### src/egcd_pkg.sv
// Shared types and constants for the extended gcd block.
// No dependencies; imported by egcd_step and extended_gcd_bezout.
package egcd_pkg;

	localparam int DEF_OPERAND_BITS = 31;
	localparam int DIV_W            = 31;  // width of the gcd result field
	localparam int COEF_W           = 32;  // width of each Bezout coefficient field

	// One value per coefficient sequence (x and y)
	typedef struct packed {
		logic [COEF_W-1:0] x;
		logic [COEF_W-1:0] y;
	} coef_pair_t;

endpackage

### src/egcd_step.sv
// One radix-2 restoring division step, plus the Horner update of q*x and q*y.
// Depends on egcd_pkg.
module egcd_step #(
	parameter int OPERAND_BITS = egcd_pkg::DEF_OPERAND_BITS
) (
	input  logic [OPERAND_BITS-1:0] rem,
	input  logic                    next_bit,
	input  logic [OPERAND_BITS-1:0] divisor,
	input  egcd_pkg::coef_pair_t    mult,
	input  egcd_pkg::coef_pair_t    prod,
	output logic [OPERAND_BITS-1:0] rem_next,
	output egcd_pkg::coef_pair_t    prod_next
);
	import egcd_pkg::*;

	logic [OPERAND_BITS:0] trial;
	logic [OPERAND_BITS:0] diff;
	logic                  take;

	assign trial = {rem, next_bit};
	assign diff  = trial - {1'b0, divisor};
	// no borrow means the quotient bit is one
	assign take  = ~diff[OPERAND_BITS];

	assign rem_next    = take ? diff[OPERAND_BITS-1:0] : trial[OPERAND_BITS-1:0];
	// quotient is built MSB first, so q*x accumulates as prod = 2*prod + bit*x
	assign prod_next.x = {prod.x[COEF_W-2:0], 1'b0} + (take ? mult.x : '0);
	assign prod_next.y = {prod.y[COEF_W-2:0], 1'b0} + (take ? mult.y : '0);

endmodule

### src/extended_gcd_bezout.sv
// Top level of the extended gcd block: stream ports, sequencer, output register.
// Depends on egcd_pkg and egcd_step.

// Returns g = gcd(a, b) and coefficients x, y with a*x + b*y = g (x, y two's
// complement, taken modulo 2^32). One request is worked at a time: the input is
// ready only while the sequencer is idle. Each Euclid step runs a bit-serial
// division through the single shared step unit, one quotient bit per cycle,
// then updates the remainders and coefficients. A finished result sits in the
// output register, and the next request is taken while it waits.
module extended_gcd_bezout #(
	parameter int OPERAND_BITS = egcd_pkg::DEF_OPERAND_BITS,
	localparam int IN_W  = ((2 * OPERAND_BITS + 7) / 8) * 8,
	localparam int OUT_W = ((egcd_pkg::DIV_W + 2 * egcd_pkg::COEF_W + 7) / 8) * 8
) (
	input  logic             clk,
	input  logic             arst_n,
	input  logic             s_axis_tvalid,
	output logic             s_axis_tready,
	input  logic [IN_W-1:0]  s_axis_tdata,   // first_value, second_value, zero pad
	output logic             m_axis_tvalid,
	input  logic             m_axis_tready,
	output logic [OUT_W-1:0] m_axis_tdata    // divisor, coef_first, coef_second, zero pad
);
	import egcd_pkg::*;

	localparam int CNT_W = $clog2(OPERAND_BITS);
	localparam int PAD_W = OUT_W - DIV_W - 2 * COEF_W;

	localparam logic [2:0] ST_IDLE = 3'd0;
	localparam logic [2:0] ST_CHK  = 3'd1;
	localparam logic [2:0] ST_DIV  = 3'd2;
	localparam logic [2:0] ST_UPD  = 3'd3;
	localparam logic [2:0] ST_DONE = 3'd4;

	logic [2:0]              state_q;
	logic [CNT_W-1:0]        cnt_q;
	logic [OPERAND_BITS-1:0] rp_q, rc_q, rem_q, dvd_q;
	coef_pair_t              prev_q, cur_q, prod_q;
	logic                    out_valid_q;
	logic [DIV_W-1:0]        out_div_q;
	coef_pair_t              out_coef_q;

	logic [OPERAND_BITS-1:0] rem_next;
	coef_pair_t              prod_next;
	logic                    in_acc, out_load;

	egcd_step #(.OPERAND_BITS(OPERAND_BITS)) u_step (
		.rem      (rem_q),
		.next_bit (dvd_q[OPERAND_BITS-1]),
		.divisor  (rc_q),
		.mult     (cur_q),
		.prod     (prod_q),
		.rem_next (rem_next),
		.prod_next(prod_next)
	);

	assign s_axis_tready = (state_q == ST_IDLE);
	assign in_acc        = s_axis_tvalid & s_axis_tready;
	assign out_load      = (state_q == ST_DONE) & (~out_valid_q | m_axis_tready);

	// sequencer
	always_ff @(posedge clk or negedge arst_n) begin
		if (!arst_n) begin
			state_q <= ST_IDLE;
		end else begin
			case (state_q)
				ST_IDLE: if (in_acc) state_q <= ST_CHK;
				ST_CHK:  state_q <= (rc_q == '0) ? ST_DONE : ST_DIV;
				ST_DIV:  if (cnt_q == '0) state_q <= ST_UPD;
				ST_UPD:  state_q <= ST_CHK;
				ST_DONE: if (out_load) state_q <= ST_IDLE;
				default: state_q <= ST_IDLE;
			endcase
		end
	end

	// datapath
	always_ff @(posedge clk) begin
		case (state_q)
			ST_IDLE: begin
				if (in_acc) begin
					rp_q   <= s_axis_tdata[OPERAND_BITS-1:0];
					rc_q   <= s_axis_tdata[2*OPERAND_BITS-1:OPERAND_BITS];
					prev_q <= '{x: COEF_W'(1), y: '0};
					cur_q  <= '{x: '0, y: COEF_W'(1)};
				end
			end
			ST_CHK: begin
				rem_q  <= '0;
				prod_q <= '0;
				dvd_q  <= rp_q;
				cnt_q  <= CNT_W'(OPERAND_BITS - 1);
			end
			ST_DIV: begin
				rem_q  <= rem_next;
				prod_q <= prod_next;
				dvd_q  <= {dvd_q[OPERAND_BITS-2:0], 1'b0};
				cnt_q  <= cnt_q - 1'b1;
			end
			ST_UPD: begin
				rp_q     <= rc_q;
				rc_q     <= rem_q;
				prev_q   <= cur_q;
				cur_q.x  <= prev_q.x - prod_q.x;
				cur_q.y  <= prev_q.y - prod_q.y;
			end
			default: ;
		endcase
	end

	always_ff @(posedge clk or negedge arst_n) begin
		if (!arst_n) begin
			out_valid_q <= 1'b0;
		end else if (out_load) begin
			out_valid_q <= 1'b1;
		end else if (m_axis_tready) begin
			out_valid_q <= 1'b0;
		end
	end

	always_ff @(posedge clk) begin
		if (out_load) begin
			out_div_q  <= DIV_W'(rp_q);
			out_coef_q <= prev_q;
		end
	end

	assign m_axis_tvalid = out_valid_q;
	assign m_axis_tdata  = {{PAD_W{1'b0}}, out_coef_q.y, out_coef_q.x, out_div_q};

	// remainder stays below the divisor throughout the division
	a_rem_bound: assert property (@(posedge clk) disable iff (!arst_n)
		(state_q == ST_DIV) |-> (rem_q < rc_q))
		else $error("division remainder not below divisor");

	// each Euclid step strictly shrinks the remainder
	a_shrink: assert property (@(posedge clk) disable iff (!arst_n)
		(state_q == ST_UPD) |=> (rc_q < rp_q))
		else $error("remainder sequence did not decrease");

	// a request always enters the zero test next
	a_start: assert property (@(posedge clk) disable iff (!arst_n)
		in_acc |=> (state_q == ST_CHK))
		else $error("accepted request did not start");

	// output register is only reloaded when empty or being drained
	a_no_overwrite: assert property (@(posedge clk) disable iff (!arst_n)
		(out_valid_q && !m_axis_tready) |-> !out_load)
		else $error("pending result overwritten");

endmodule
### config.mk
export PLATFORM = sky130hd
export DESIGN_NAME = extended_gcd_bezout
export DESIGN_NICKNAME = d
export VERILOG_FILES = /design/src/egcd_pkg.sv /design/src/egcd_step.sv /design/src/extended_gcd_bezout.sv
export SDC_FILE = /design/constraint.sdc
export NUM_CORES = 1
export LEC_CHECK = 0
export ABC_CLOCK_PERIOD_IN_PS = 29700
export BUFFER_PORTS_ARGS = -buffer_cell sky130_fd_sc_hd__buf_2
export CAP_MARGIN = 20
export CORE_MARGIN = 2
export CORE_UTILIZATION = 45
export CTS_CLUSTER_DIAMETER = 50
export DETAILED_ROUTE_END_ITERATION = 12
export GPL_TIMING_DRIVEN = 0
export PLACE_DENSITY = 0.63
export SLEW_MARGIN = 20
export SYNTH_ARGS = -nofsm -noshare
export SYNTH_HDL_FRONTEND = slang
export SYNTH_SLANG_ARGS = --single-unit
export TNS_END_PERCENT = 100
### constraint.sdc
create_clock -name clk -period 29.7 [get_ports clk]
set_input_delay 2.97 -clock clk [delete_from_list [all_inputs] [get_ports clk]]
set_output_delay 2.97 -clock clk [all_outputs]
set_load 0.005 [all_outputs]
After elaboration in Yosys (flattened, before gate mapping):

Cells that the tools add are included.

* $add $sub $neg: 6
* eq/ne operators: 7
* multiplexer cells: 22
* bitwise operators: 4
* reductions and logical operators: 8

Operators with widths (number)
* one-hot mux 64 bit (2 select lines): 3
* one-hot mux 31 bit (2 select lines): 4
* two-way mux 64 bit: 2
* two-way mux 31 bit: 3
* adder 32 bit: 2
* two-way mux 32 bit: 2
* subtractor 32 bit: 2
* subtractor 32 x 31 -> 32 bit: 1
* logical NOT 31 bit: 1
* one-hot mux 3 bit (5 select lines): 1
* two-way mux 3 bit: 4
* one-hot mux 5 bit (2 select lines): 1
* equality test 3 x 2 -> 1 bit (second input constant): 2
* nonzero test 2 bit: 3
* logical NOT 5 bit: 1
* subtractor 5 x 1 -> 5 bit (second input constant): 1
* != test 2 bit (second input constant): 2
* equality test 3 x 1 -> 1 bit (second input constant): 1
* equality test 3 bit (second input constant): 1
* logical NOT 3 bit: 1
* AND reduction 3 bit: 1
* AND 1 bit: 2
* two-way mux 1 bit: 2
* != test 2 x 1 -> 1 bit (second input constant): 1
* 3 further kinds: 3

* register bits after elaboration: 420
* bits of input ports: 68
* output and inout bits: 98
* logic and storage cells: 63

Logic depth before layout (Yosys ltp):

Gate-level depths: netlist of run 1.

* word-level depth: 5
* depth in mapped cells: 24
* gate-level depth less buffers: 21

By module:

From an unflattened synthesis of run 1, not the netlist that was laid out.

* cells, all modules: 2296
* area, all modules: 24358.4 um2

Modules (own cells, without submodules)
* extended_gcd_bezout: times used 1, cells each 1546, area an instance 19149.6 um2, sequential area each 12592.1 um2
* egcd_step: times used 1, cells each 750, area an instance 5208.7 um2, sequential area each 0.0 um2

Worst setup path before layout of run 1:

Ideal clock, no wire load.

* kind: input to register
* start point: input s_axis_tvalid
* end point: register cur_q[0] (netlist name) (enable)
* setup time: 0.802 ns
* arrival: 12.184 ns
* data required time: 28.898 ns
* slack: 16.714 ns
* cell stages on the path: 2
* buffers on the path: 0
* path through: nand2_1 > a21oi_1

* cells in the longest elaborated chain, start to end: 3

Ends and longest elaborated chain
* from (decl): line extended_gcd_bezout.sv:17 `input logic s_axis_tvalid,`
* AND 1 bit: line extended_gcd_bezout.sv:58 `assign in_acc = s_axis_tvalid & s_axis_tready;`
* != test 2 x 1 -> 1 bit (no source line)
* AND reduction 2 bit (no source line)
* to (signal assigned): line extended_gcd_bezout.sv:85 `cur_q <= '{x: '0, y: COEF_W'(1)};`
* to (decl): line extended_gcd_bezout.sv:38 `coef_pair_t prev_q, cur_q, prod_q;`

No other way between the ends.
A chain may end at the register's enable or synchronous reset.

Worst setup path in the final report of run 1:

* start point: register rem_q[19]
* end point: register prod_q[56] (netlist name) (data pin)

* cells in the longest elaborated chain, start to end: 4

Ends and longest elaborated chain
* from (decl): line extended_gcd_bezout.sv:37 `logic [OPERAND_BITS-1:0] rp_q, rc_q, rem_q, dvd_q;`
* from (signal assigned): line extended_gcd_bezout.sv:95 `rem_q <= rem_next;`
* subtractor 32 x 31 -> 32 bit: line egcd_step.sv:21 `assign diff = trial - {1'b0, divisor};`
* two-way mux 32 bit: line egcd_step.sv:27 `assign prod_next.x = {prod.x[COEF_W-2:0], 1'b0} + (take ? mult.x : '0);`
* adder 32 bit: line egcd_step.sv:27
* one-hot mux 64 bit (2 select lines): line extended_gcd_bezout.sv:79 `case (state_q)`
* to (signal assigned): line extended_gcd_bezout.sv:96 `prod_q <= prod_next;`
* to (decl): line extended_gcd_bezout.sv:38

No other way between the ends.

==> results.sh, run 1 <==
export IMPL_start_kind="flop"
export IMPL_dp_hpwl_um=46100
export IMPL_drive_above_1_share_pct=11.4
export IMPL_ys_top_cells_by_area="edfxtp_1, ha_1, nand2_1, and2_1, a21oi_1"
export IMPL_grt_max_degree=58
export IMPL_nets=2728
export IMPL_crit_type="reg2reg"
export IMPL_cts_buffers=51
export IMPL_drtPass1Iterations=5
export IMPL_portBuffers=162
export IMPL_rsz0062_at_grt="no"
export IMPL_min_period_ns=6.07
export IMPL_maxCapViolations=0
export IMPL_syn_num_nets=2494
export IMPL_yosys_cell_types_count=70
export IMPL_num_rows=84
export IMPL_slew_violations=0
export IMPL_vias=17728
export IMPL_initial_core_util_pct=45.3
export IMPL_gp_congestion=0.971
export IMPL_slew_limit_headroom_pct=28.7
export IMPL_ys_ff_latch=420
export IMPL_core_um2=52300
export IMPL_final_hold_viol_count=0
export IMPL_ys_warnings_count=0
export IMPL_slowest_delay_ns=0.53
export IMPL_synth_edf_count=416
export IMPL_p_leak_nw=11.5
export IMPL_cellPowerDensity_nw_per_um2=46.1
export IMPL_critPathMaxFanout=10
export IMPL_grt_pass1_vias=17554
export IMPL_syn_to_final_growth_pct=16.1
export IMPL_fp_dieArea_um2=54600
export IMPL_hold_class="reg2reg"
export IMPL_reg2regPathDepth=21
export IMPL_drtIter0Drc=1414
export IMPL_cts_tree="built"
export IMPL_setup_violations=0
export IMPL_drt_antenna_violating_nets=0
export IMPL_totalWireLength_um=62000
export IMPL_skew_ns=0.0117
export IMPL_path_delay_family="compound AO/OA/AOI/OAI gates"
export IMPL_design_portCount=166
export IMPL_htreeDepth=2
export IMPL_vdd_ir_drop_max_v=0.0000391
export IMPL_worstMarginPinSlew_ns=1.07
export IMPL_vias_per_cell=5.49
export IMPL_final_setup_tns_ns=0
export IMPL_cts_sinks=420
export IMPL_clkLatencyLatePin_ns=0.60
export IMPL_syn_area_um2=23700
export IMPL_grt_pass1_wl_um=96100
export IMPL_grt_usage_pct=22.8
export IMPL_async_flop_share_pct=0.952
export IMPL_cts_hold_buffers=0
export IMPL_clkTransAtPathRegs_ns=0.06
export IMPL_antenna_found_initial=1
export IMPL_synth_area_per_cell_um2=10.5
export IMPL_fmax_mhz=165
export IMPL_end_kind="flop"
export IMPL_clockBufferDepth=3
export IMPL_wl_per_cell_um=19.2
export IMPL_crit_slowest_cell="or4b_1"
export IMPL_cts_root_buffer="clkbuf_16"
export IMPL_die_h_um=234
export IMPL_holdPathStages=0
export IMPL_cp_required_ns=30.02
export IMPL_crit_cells=21
export IMPL_syn_inst=2267
export IMPL_die_w_um=234
export IMPL_fin_crit_sh_pct=20.4
export IMPL_drc=0
export IMPL_path_cells="ha_1 > clkbuf_1 > nand2_1 > or3_1 > nor2_1 > o211a_1 > nor2_1 > o21ai_2 > xor2_1 > clkbuf_1 > and2_1 > ha_1 > a21o_1 > a21oi_1 > nor2b_1 > o31a_1 > a211oi_4 > o32ai_1 > or4b_1 > a21oi_1 > nor3_2"
export IMPL_cp_num_buf_inv=2
export IMPL_grt_overflow=0
export IMPL_cts_resized=0
export IMPL_timing_hold_ws_ns=0.453
export IMPL_ys_seq_area_share_pct=53.1
export IMPL_synth_top_area_share_pct=52.6
export IMPL_synth_top_area_cell="edfxtp_1"
export IMPL_synthFlopType="edfxtp_1"
export IMPL_crit_arrival_ns=6.39
export IMPL_status="complete, no violations"
export IMPL_cts_setup_buffers=0
==> layout by cell type, fill, tap and decap left out, drive strengths merged, types with 13 or more instances in the layout <==
cell type	n
inv	126
o21ai	133
o21bai	13
nand2	325
o21a	24
a31oi	14
xor2	47
a21oi	148
nor3	43
and2	141
nand4	18
nand3	38
and3	20
nor2	159
nand2b	38
o211ai	13
clkbuf	134
nor2b	29
buf	192
edfxtp	416
ha	154
a211oi	24
or3	14
clkinv	18
xnor2	57
a21o	67
==> logic make-up (layout without fill, tap and decap cells) <==
group / Yosys count / count (layout) / share of synthesized area [%]
compound gates: 509 / 509 / 13.6
xor+xnor: 104 / 104 / 3.84
fa+ha+maj: 159 / 159 / 8.54
buf+inv: 204 / 480 / 3.30
flops: 420 / 420 / 53.1
mux: 7 / 7 / 0.306
other cells: 1 / 2 / 0.0158
simple gates: 863 / 863 / 17.4
==> state kept, by name, indices dropped and copies added, names as in the netlist <==
register / cells
cnt_q: 5
cur_q: 64
dvd_q: 31
m_axis_tdata: 64
m_axis_tvalid: 1
out_div_q: 31
prev_q: 64
prod_q: 64
rc_q: 31
rem_q: 31
rp_q: 31
state_q: 3
==> worst paths after layout <==
check                           from            end  slack [ns]
setup / recovery           rem_q[19]     prod_q[56]       23.63
hold / removal               rp_q[3]   out_div_q[3]        0.45
setup reg to reg           rem_q[19]     prod_q[56]       23.63
hold reg to reg              rp_q[3]   out_div_q[3]        0.45
max in group asynchronous     arst_n     state_q[2]       27.35
min in group asynchronous     arst_n  m_axis_tvalid        2.19
==> cell usage after synthesis (24+ instances only) <==
| master | number |
|---|---|
| a21o_1 | 67 |
| a21oi_1 | 148 |
| and2_1 | 141 |
| clkbuf_1 | 71 |
| edfxtp_1 | 416 |
| ha_1 | 154 |
| inv_1 | 122 |
| nand2_1 | 325 |
| nand2b_1 | 38 |
| nand3_1 | 38 |
| nor2_1 | 159 |
| nor2b_1 | 29 |
| nor3_1 | 42 |
| o21a_1 | 24 |
| o21ai_0 | 103 |
| o21ai_1 | 29 |
| xnor2_1 | 57 |
| xor2_1 | 47 |
==> through the flow <==
step	cells	power, mW	utilization [%]	area (um^2)	setup WS [ns]
after floorplan	2267	0.658	-	23700	16.71
after global placement	3117	0.664	48.5	25400	11.76
after detailed placement	3136	0.664	49.5	25900	23.68
after CTS	3231	1.28	52.6	27600	23.64
after global routing	3231	1.31	52.6	27600	23.11
final	3232	1.27	52.7	27600	23.63
==> routing by layer <==
metal  track usage [%]  share of wire [%]
met1              30.5                 44
met2              37.2                 47
met3              3.98                5.7
met4              8.47                3.6
met5                 0                  0
==> power by group <==
| part | switching, mW | internal [mW] | total [mW] |
|---|---|---|---|
| Sequential | 0.00000000000000000346 | 0.643 | 0.643 |
| Combinational | 0.00456 | 0.00464 | 0.00921 |
| Clock | 0.256 | 0.363 | 0.619 |
==> worst register-to-register path: cells and delay by family (launching register included) <==
kind / cells / cell delay [ns]
xor gates and xnor gates: 1 / 0.22
and+or+nand+nor: 8 / 1.77
AOI/OAI and AO/OA: 8 / 2.04
DFF: 1 / 0.44
adders and majority gates: 2 / 0.54
buffers and inverters: 2 / 0.75
==> final cells by class <==
| class | instances | area, um^2 |
|---|---|---|
| clock buffer | 63 | 1360 |
| clock inverter | 32 | 294 |
| timing repair buffer | 181 | 1280 |
| fill | 4720 | 24800 |
| sequential | 420 | 12600 |
| buffer | 82 | 328 |
| antenna | 1 | 2.50 |
| multi-input combinational | 1643 | 10400 |
| inverter | 122 | 458 |
| tap | 688 | 861 |
No activity file was read; power rests on OpenSTA's default activity.
==> run 2, diff against run 1 <==
--- a/config.mk
+++ b/config.mk
@@ -5,7 +5,7 @@
 export SDC_FILE = /design/constraint.sdc
 export NUM_CORES = 1
 export LEC_CHECK = 0
-export ABC_CLOCK_PERIOD_IN_PS = 29700
+export ABC_CLOCK_PERIOD_IN_PS = 5800
 export BUFFER_PORTS_ARGS = -buffer_cell sky130_fd_sc_hd__buf_2
 export CAP_MARGIN = 20
 export CORE_MARGIN = 2
==> constraint.sdc (replaced) <==
create_clock -name clk -period 5.8 [get_ports clk]
set_input_delay 0.58 -clock clk [delete_from_list [all_inputs] [get_ports clk]]
set_output_delay 0.58 -clock clk [all_outputs]
set_load 0.005 [all_outputs]
==> results.sh, run 2 (synthesized netlist as in run 1, its figures left out) <==
export IMPL_fp_dieArea_um2=54600
export IMPL_dp_hpwl_um=45200
export IMPL_pwr_share_comb_pct=0.7
export IMPL_switching_power_mw=1.37
export IMPL_hold_class="in2reg"
export IMPL_slew_limit_headroom_pct=27.7
export IMPL_clockBufferDepth=3
export IMPL_syn_to_final_growth_pct=17.3
export IMPL_core_um2=52300
export IMPL_crit_type="reg2reg"
export IMPL_portBuffers=162
export IMPL_drive_above_1_share_pct=11.9
export IMPL_slew_violations=0
export IMPL_setup_violations=0
export IMPL_num_rows=84
export IMPL_die_h_um=234
export IMPL_cp_required_ns=6.11
export IMPL_final_core_util_pct=53.2
export IMPL_final_cell_mix="edfxtp_1, nand2_1, buf_2"
export IMPL_crit_arrival_ns=5.79
export IMPL_die_w_um=234
export IMPL_worstMarginPinSlew_ns=1.09
export IMPL_p_clk_share_pct=50.9
export IMPL_antenna_found_initial=0
export IMPL_grt_max_degree=39
export IMPL_grt_overflow=0
export IMPL_maxCapViolations=0
export IMPL_power_switching_share_pct=20.2
export IMPL_grt_pass1_vias=17449
export IMPL_cts_root_buffer="clkbuf_16"
export IMPL_cellPowerDensity_nw_per_um2=244
export IMPL_final_hold_viol_count=0
export IMPL_drc=0
export IMPL_grt_usage_pct=22.7
export IMPL_cts_sinks=420
export IMPL_p_seq_share_pct=48.4
export IMPL_drtIter0Drc=1627
export IMPL_fmax_mhz=183
export IMPL_vias=17966
export IMPL_totalWireLength_um=61900
export IMPL_status="complete, no violations"
export IMPL_gp_congestion=0.940
export IMPL_drtPass1Iterations=5
export IMPL_clkLatencyLatePin_ns=0.60
export IMPL_drt_antenna_violating_nets=0
export IMPL_cts_tree="built"
export IMPL_skew_ns=0.0216
export IMPL_grt_pass1_wl_um=95800
export IMPL_antennaDiodeCount=0
export IMPL_wl_per_cell_um=19.2
export IMPL_final_area_um2=27800
export IMPL_power_mw=6.80
export IMPL_nets=2729
export IMPL_dpl_cell_area_um2=25900
export IMPL_end_kind="flop"
export IMPL_vdd_ir_drop_max_v=0.000175
export IMPL_clkTransAtPathRegs_ns=0.06
export IMPL_initial_core_util_pct=45.3
export IMPL_p_leak_nw=11.6
export IMPL_critPathMaxFanout=10
export IMPL_fin_crit_sh_pct=94.4
export IMPL_cts_buffers=50
export IMPL_nFillCells=4663
export IMPL_internal_power_mw=5.43
export IMPL_start_kind="flop"
export IMPL_vias_per_cell=5.56
export IMPL_design_portCount=166
export IMPL_min_period_ns=5.48
export IMPL_htreeDepth=2
export IMPL_final_setup_tns_ns=0
export IMPL_final_common_cell="edfxtp_1"
-- run 2: final timing paths --
path | start | endpoint | slack (ns) | cells after the start
max reg2reg | rc_q[24] | prod_q[31] | 0.32 | 23
min | s_axis_tdata[40] | rc_q[9] | 0.25 | 3
min reg2reg | rp_q[3] | out_div_q[3] | 0.45 | 0
min in group asynchronous | arst_n | state_q[1] | 0.34 | 2
max | rc_q[24] | prod_q[31] | 0.32 | 23
max in group asynchronous | arst_n | m_axis_tvalid | 5.31 | 2
-- run 2: cell type report --
| cell class | count | area, um^2 | area share, % |
|---|---|---|---|
| plain buffers | 81 | 340 | 1.22 |
| well taps | 688 | 861 | 3.09 |
| clock buffers | 55 | 1330 | 4.79 |
| multi-input cells | 1643 | 10400 | 37.5 |
| repair buffers | 184 | 1330 | 4.78 |
| flip-flops and latches | 420 | 12600 | 45.2 |
| clock inverters | 37 | 478 | 1.72 |
| inverters | 122 | 458 | 1.65 |
-- run 2: what timing repair did --
item                                    4_1_cts  5_1_grt
endpoints found under the setup margin        5       19
hold endpoints to repair                      4        0
pin swaps                                     0        3
gates resized for setup                       3       17
hold buffers                                  1        0
buffers inserted                              0        3
-- run 2: metrics by stage --
stage	hold slack, ns	instances	setup WS, ns
floorplan	0.284	2267	0.878
global placement	0.411	3117	-1.42
detailed placement	0.413	3135	-0.0859
CTS	0.220	3228	0.101
global route	0.257	3230	-0.00592
finish	0.248	3230	0.323
-- run 2: power groups by stage --
| stage | Combinational (mW) | Sequential [mW] | Clock (mW) |
|---|---|---|---|
| floorplan | 0.0160 | 3.36 | 0 |
| global placement | 0.0480 | 3.36 | 0 |
| detailed placement | 0.0483 | 3.36 | 0 |
| CTS | 0.0495 | 3.29 | 3.51 |
| global route | 0.0557 | 3.29 | 3.62 |
| finish | 0.0494 | 3.29 | 3.46 |
-- run 2: per-layer routing --
| layer | track usage (%) | vias up | wire length (um) |
|---|---|---|---|
| met5 | 0 | - | 0 |
| met4 | 7.97 | 0 | 1950 |
| met3 | 3.15 | 130 | 3820 |
| met2 | 36.9 | 604 | 28800 |
| met1 | 31.1 | 8612 | 27400 |
| li1 | - | 8620 | - |
-- run 2: worst max-delay path, stage by stage (launching register included) --
cell and delay [ns]:
edfxtp_1 0.39, inv_1 0.08, ha_1 0.39, nand4_1 0.13, or3_1 0.41, nor2_1 0.18
o211a_1 0.26, nor2_1 0.11, o21ai_2 0.21, xor2_2 0.22, buf_6 0.22, buf_2 0.23
and2_1 0.16, ha_1 0.23, clkbuf_1 0.19, a21oi_1 0.18, o21bai_1 0.10, a211o_1 0.31
a31oi_1 0.33, nor3_1 0.14, a31o_2 0.28, o21ai_1 0.20, nand3_1 0.09, nor3b_1 0.14
==> run 3, diff against run 2 <==
--- a/config.mk
+++ b/config.mk
@@ -5,7 +5,7 @@
 export SDC_FILE = /design/constraint.sdc
 export NUM_CORES = 1
 export LEC_CHECK = 0
-export ABC_CLOCK_PERIOD_IN_PS = 5800
+export ABC_CLOCK_PERIOD_IN_PS = 6060
 export BUFFER_PORTS_ARGS = -buffer_cell sky130_fd_sc_hd__buf_2
 export CAP_MARGIN = 20
 export CORE_MARGIN = 2
==> constraint.sdc (replaced) <==
create_clock -name clk -period 6.06 [get_ports clk]
set_input_delay 0.606 -clock clk [delete_from_list [all_inputs] [get_ports clk]]
set_output_delay 0.606 -clock clk [all_outputs]
set_load 0.005 [all_outputs]
==> results.sh, run 3 (synthesized netlist as in run 1, its figures left out) <==
export IMPL_totalWireLength_um=61600
export IMPL_nFillCells=4666
export IMPL_crit_slowest_cell="or4b_1"
export IMPL_slew_violations=0
export IMPL_worstMarginPinSlew_ns=1.07
export IMPL_switching_power_mw=1.31
export IMPL_drtPass1Iterations=6
export IMPL_p_clk_share_pct=50.8
export IMPL_dp_cells=3135
export IMPL_num_rows=84
export IMPL_finalWorstSetupSlack_ns=0.349
export IMPL_drive_above_1_share_pct=11.5
export IMPL_gp_congestion=0.940
export IMPL_p_leak_nw=11.6
export IMPL_cts_tree="built"
export IMPL_fin_crit_sh_pct=94.2
export IMPL_final_setup_tns_ns=0
export IMPL_htreeDepth=2
export IMPL_final_cell_mix="edfxtp_1, nand2_1, buf_2"
export IMPL_design_portCount=166
export IMPL_use_met2_pct=36.8
export IMPL_grt_pass1_wl_um=95800
export IMPL_seq_area_um2=12600
export IMPL_drtIter0Drc=1528
export IMPL_hold_class="in2reg"
export IMPL_vdd_ir_drop_max_v=0.000166
export IMPL_nets=2726
export IMPL_rsz0062_at_grt="yes"
export IMPL_crit_arrival_ns=6.01
export IMPL_maxCapViolations=0
export IMPL_busiest_layer="met2"
export IMPL_die_h_um=234
export IMPL_crit_type="reg2reg"
export IMPL_crit_path_frequent_cell="nor2_1"
export IMPL_use_met1_pct=31.1
export IMPL_fp_dieArea_um2=54600
export IMPL_cts_sinks=420
export IMPL_antenna_found_initial=0
export IMPL_cp_required_ns=6.36
export IMPL_status="complete, no violations"
export IMPL_syn_to_final_growth_pct=17.0
export IMPL_portBuffers=162
export IMPL_die_w_um=234
export IMPL_clockBufferDepth=3
export IMPL_multi_input_area_um2=10400
export IMPL_grt_usage_pct=22.7
export IMPL_vias=17841
export IMPL_power_switching_share_pct=20.1
export IMPL_initial_core_util_pct=45.3
export IMPL_wl_per_cell_um=19.1
export IMPL_path_cells="inv_1 > ha_1 > nand4_1 > or3_1 > nor2_1 > o211a_1 > nor2_1 > o21ai_2 > xor2_1 > clkbuf_2 > and2_1 > ha_1 > a21oi_1 > nor2_1 > a211o_1 > a221o_1 > a211oi_4 > o32ai_1 > or4b_1 > a21oi_1 > nor3_2"
export IMPL_core_um2=52300
export IMPL_grt_overflow=0
export IMPL_cellPowerDensity_nw_per_um2=234
export IMPL_fmax_mhz=175
export IMPL_power_mw=6.50
export IMPL_start_kind="flop"
export IMPL_final_hold_viol_count=0
export IMPL_internal_power_mw=5.20
export IMPL_grt_pass1_vias=17445
export IMPL_setup_violations=0
export IMPL_skew_ns=0.0223
export IMPL_fin_cells=3229
export IMPL_cts_buffers=50
export IMPL_drc=0
export IMPL_clkLatencyLatePin_ns=0.60
export IMPL_dpl_worst_slack_ns=0.174
export IMPL_dp_hpwl_um=45200
export IMPL_pwr_share_comb_pct=0.7
export IMPL_slowest_delay_ns=0.53
export IMPL_end_kind="flop"
export IMPL_min_period_ns=5.71
export IMPL_drt_antenna_violating_nets=0
export IMPL_final_common_cell="edfxtp_1"
export IMPL_grt_use_met3_pct=3.15
export IMPL_vias_per_cell=5.53
export IMPL_critPathMaxFanout=10
export IMPL_slew_limit_headroom_pct=28.4
export IMPL_p_seq_share_pct=48.4
export IMPL_cts_root_buffer="clkbuf_16"
export IMPL_clkTransAtPathRegs_ns=0.06
export IMPL_grt_max_degree=39
run 3: cell types whose count changed in the layout (fill, tap and decap cells not counted), moves of 2 or more:
cell | before | now
buf_6 | 2 | 0
diode_2 | 0 | 2
buf_4 | 5 | 3
a21oi_1 | 143 | 145
run 3: worst paths after layout:
kind | startpoint | end | slack (ns) | depth (start not counted)
hold / removal | s_axis_tdata[40] | rc_q[9] | 0.28 | 3
min in group asynchronous | arst_n | state_q[1] | 0.36 | 2
setup reg to reg | rc_q[24] | prod_q[56] | 0.35 | 21
setup / recovery | rc_q[24] | prod_q[56] | 0.35 | 21
max in group asynchronous | arst_n | m_axis_tvalid | 5.55 | 2
hold reg to reg | rp_q[3] | out_div_q[3] | 0.45 | 0
run 3: what timing repair did:
item,CTS,global route
endpoints found under the hold margin,4,0
gates resized for setup,0,8
setup buffers,0,0
hold buffers,1,0
endpoints found under the setup margin,0,17
run 3: power groups by stage:
stage | registers (mW) | logic [mW] | clock network (mW)
after floorplan | 3.21 | 0.0153 | 0
after global placement | 3.21 | 0.0459 | 0
after detailed placement | 3.21 | 0.0463 | 0
after CTS | 3.15 | 0.0474 | 3.36
after global routing | 3.15 | 0.0533 | 3.47
final | 3.15 | 0.0475 | 3.31
run 3: metrics by stage:
| step | instance area [um^2] | hold WS (ns) | utilization, % |
|---|---|---|---|
| after floorplan | 23700 | 0.310 | - |
| after global routing | 27800 | 0.283 | 53.0 |
| final | 27800 | 0.277 | 53.0 |
| after detailed placement | 25900 | 0.436 | 49.5 |
| after CTS | 27700 | 0.246 | 53.0 |
| after global placement | 25400 | 0.431 | 48.6 |
run 3: worst max-delay path: cells and delay by family, from the launching register on:
kind / cells / cell delay (ns)
buffers and inverters: 2 / 0.39
xor gates and xnor gates: 1 / 0.22
adders and majority gates: 2 / 0.66
AOI/OAI and AO/OA: 8 / 2.04
and+or+nand+nor: 8 / 1.70
DFF: 1 / 0.39
run 3: area by class of cell:
cell class	instances	area share [%]
Timing Repair Buffer	181	4.71
Inverter	122	1.65
Multi-Input combinational cell	1643	37.5
Clock inverter	37	1.72
Buffer	81	1.18
Antenna cell	2	0.0180
Clock buffer	55	4.80
Sequential cell	420	45.4
Tap cell	688	3.10
run 3: per-layer routing:
| metal | vias to the layer above | share of wire [%] |
|---|---|---|
| li1 | 8622 | - |
| met1 | 8530 | 45 |
| met2 | 566 | 47 |
| met3 | 123 | 5.9 |
| met4 | 0 | 3.0 |
| met5 | - | 0 |
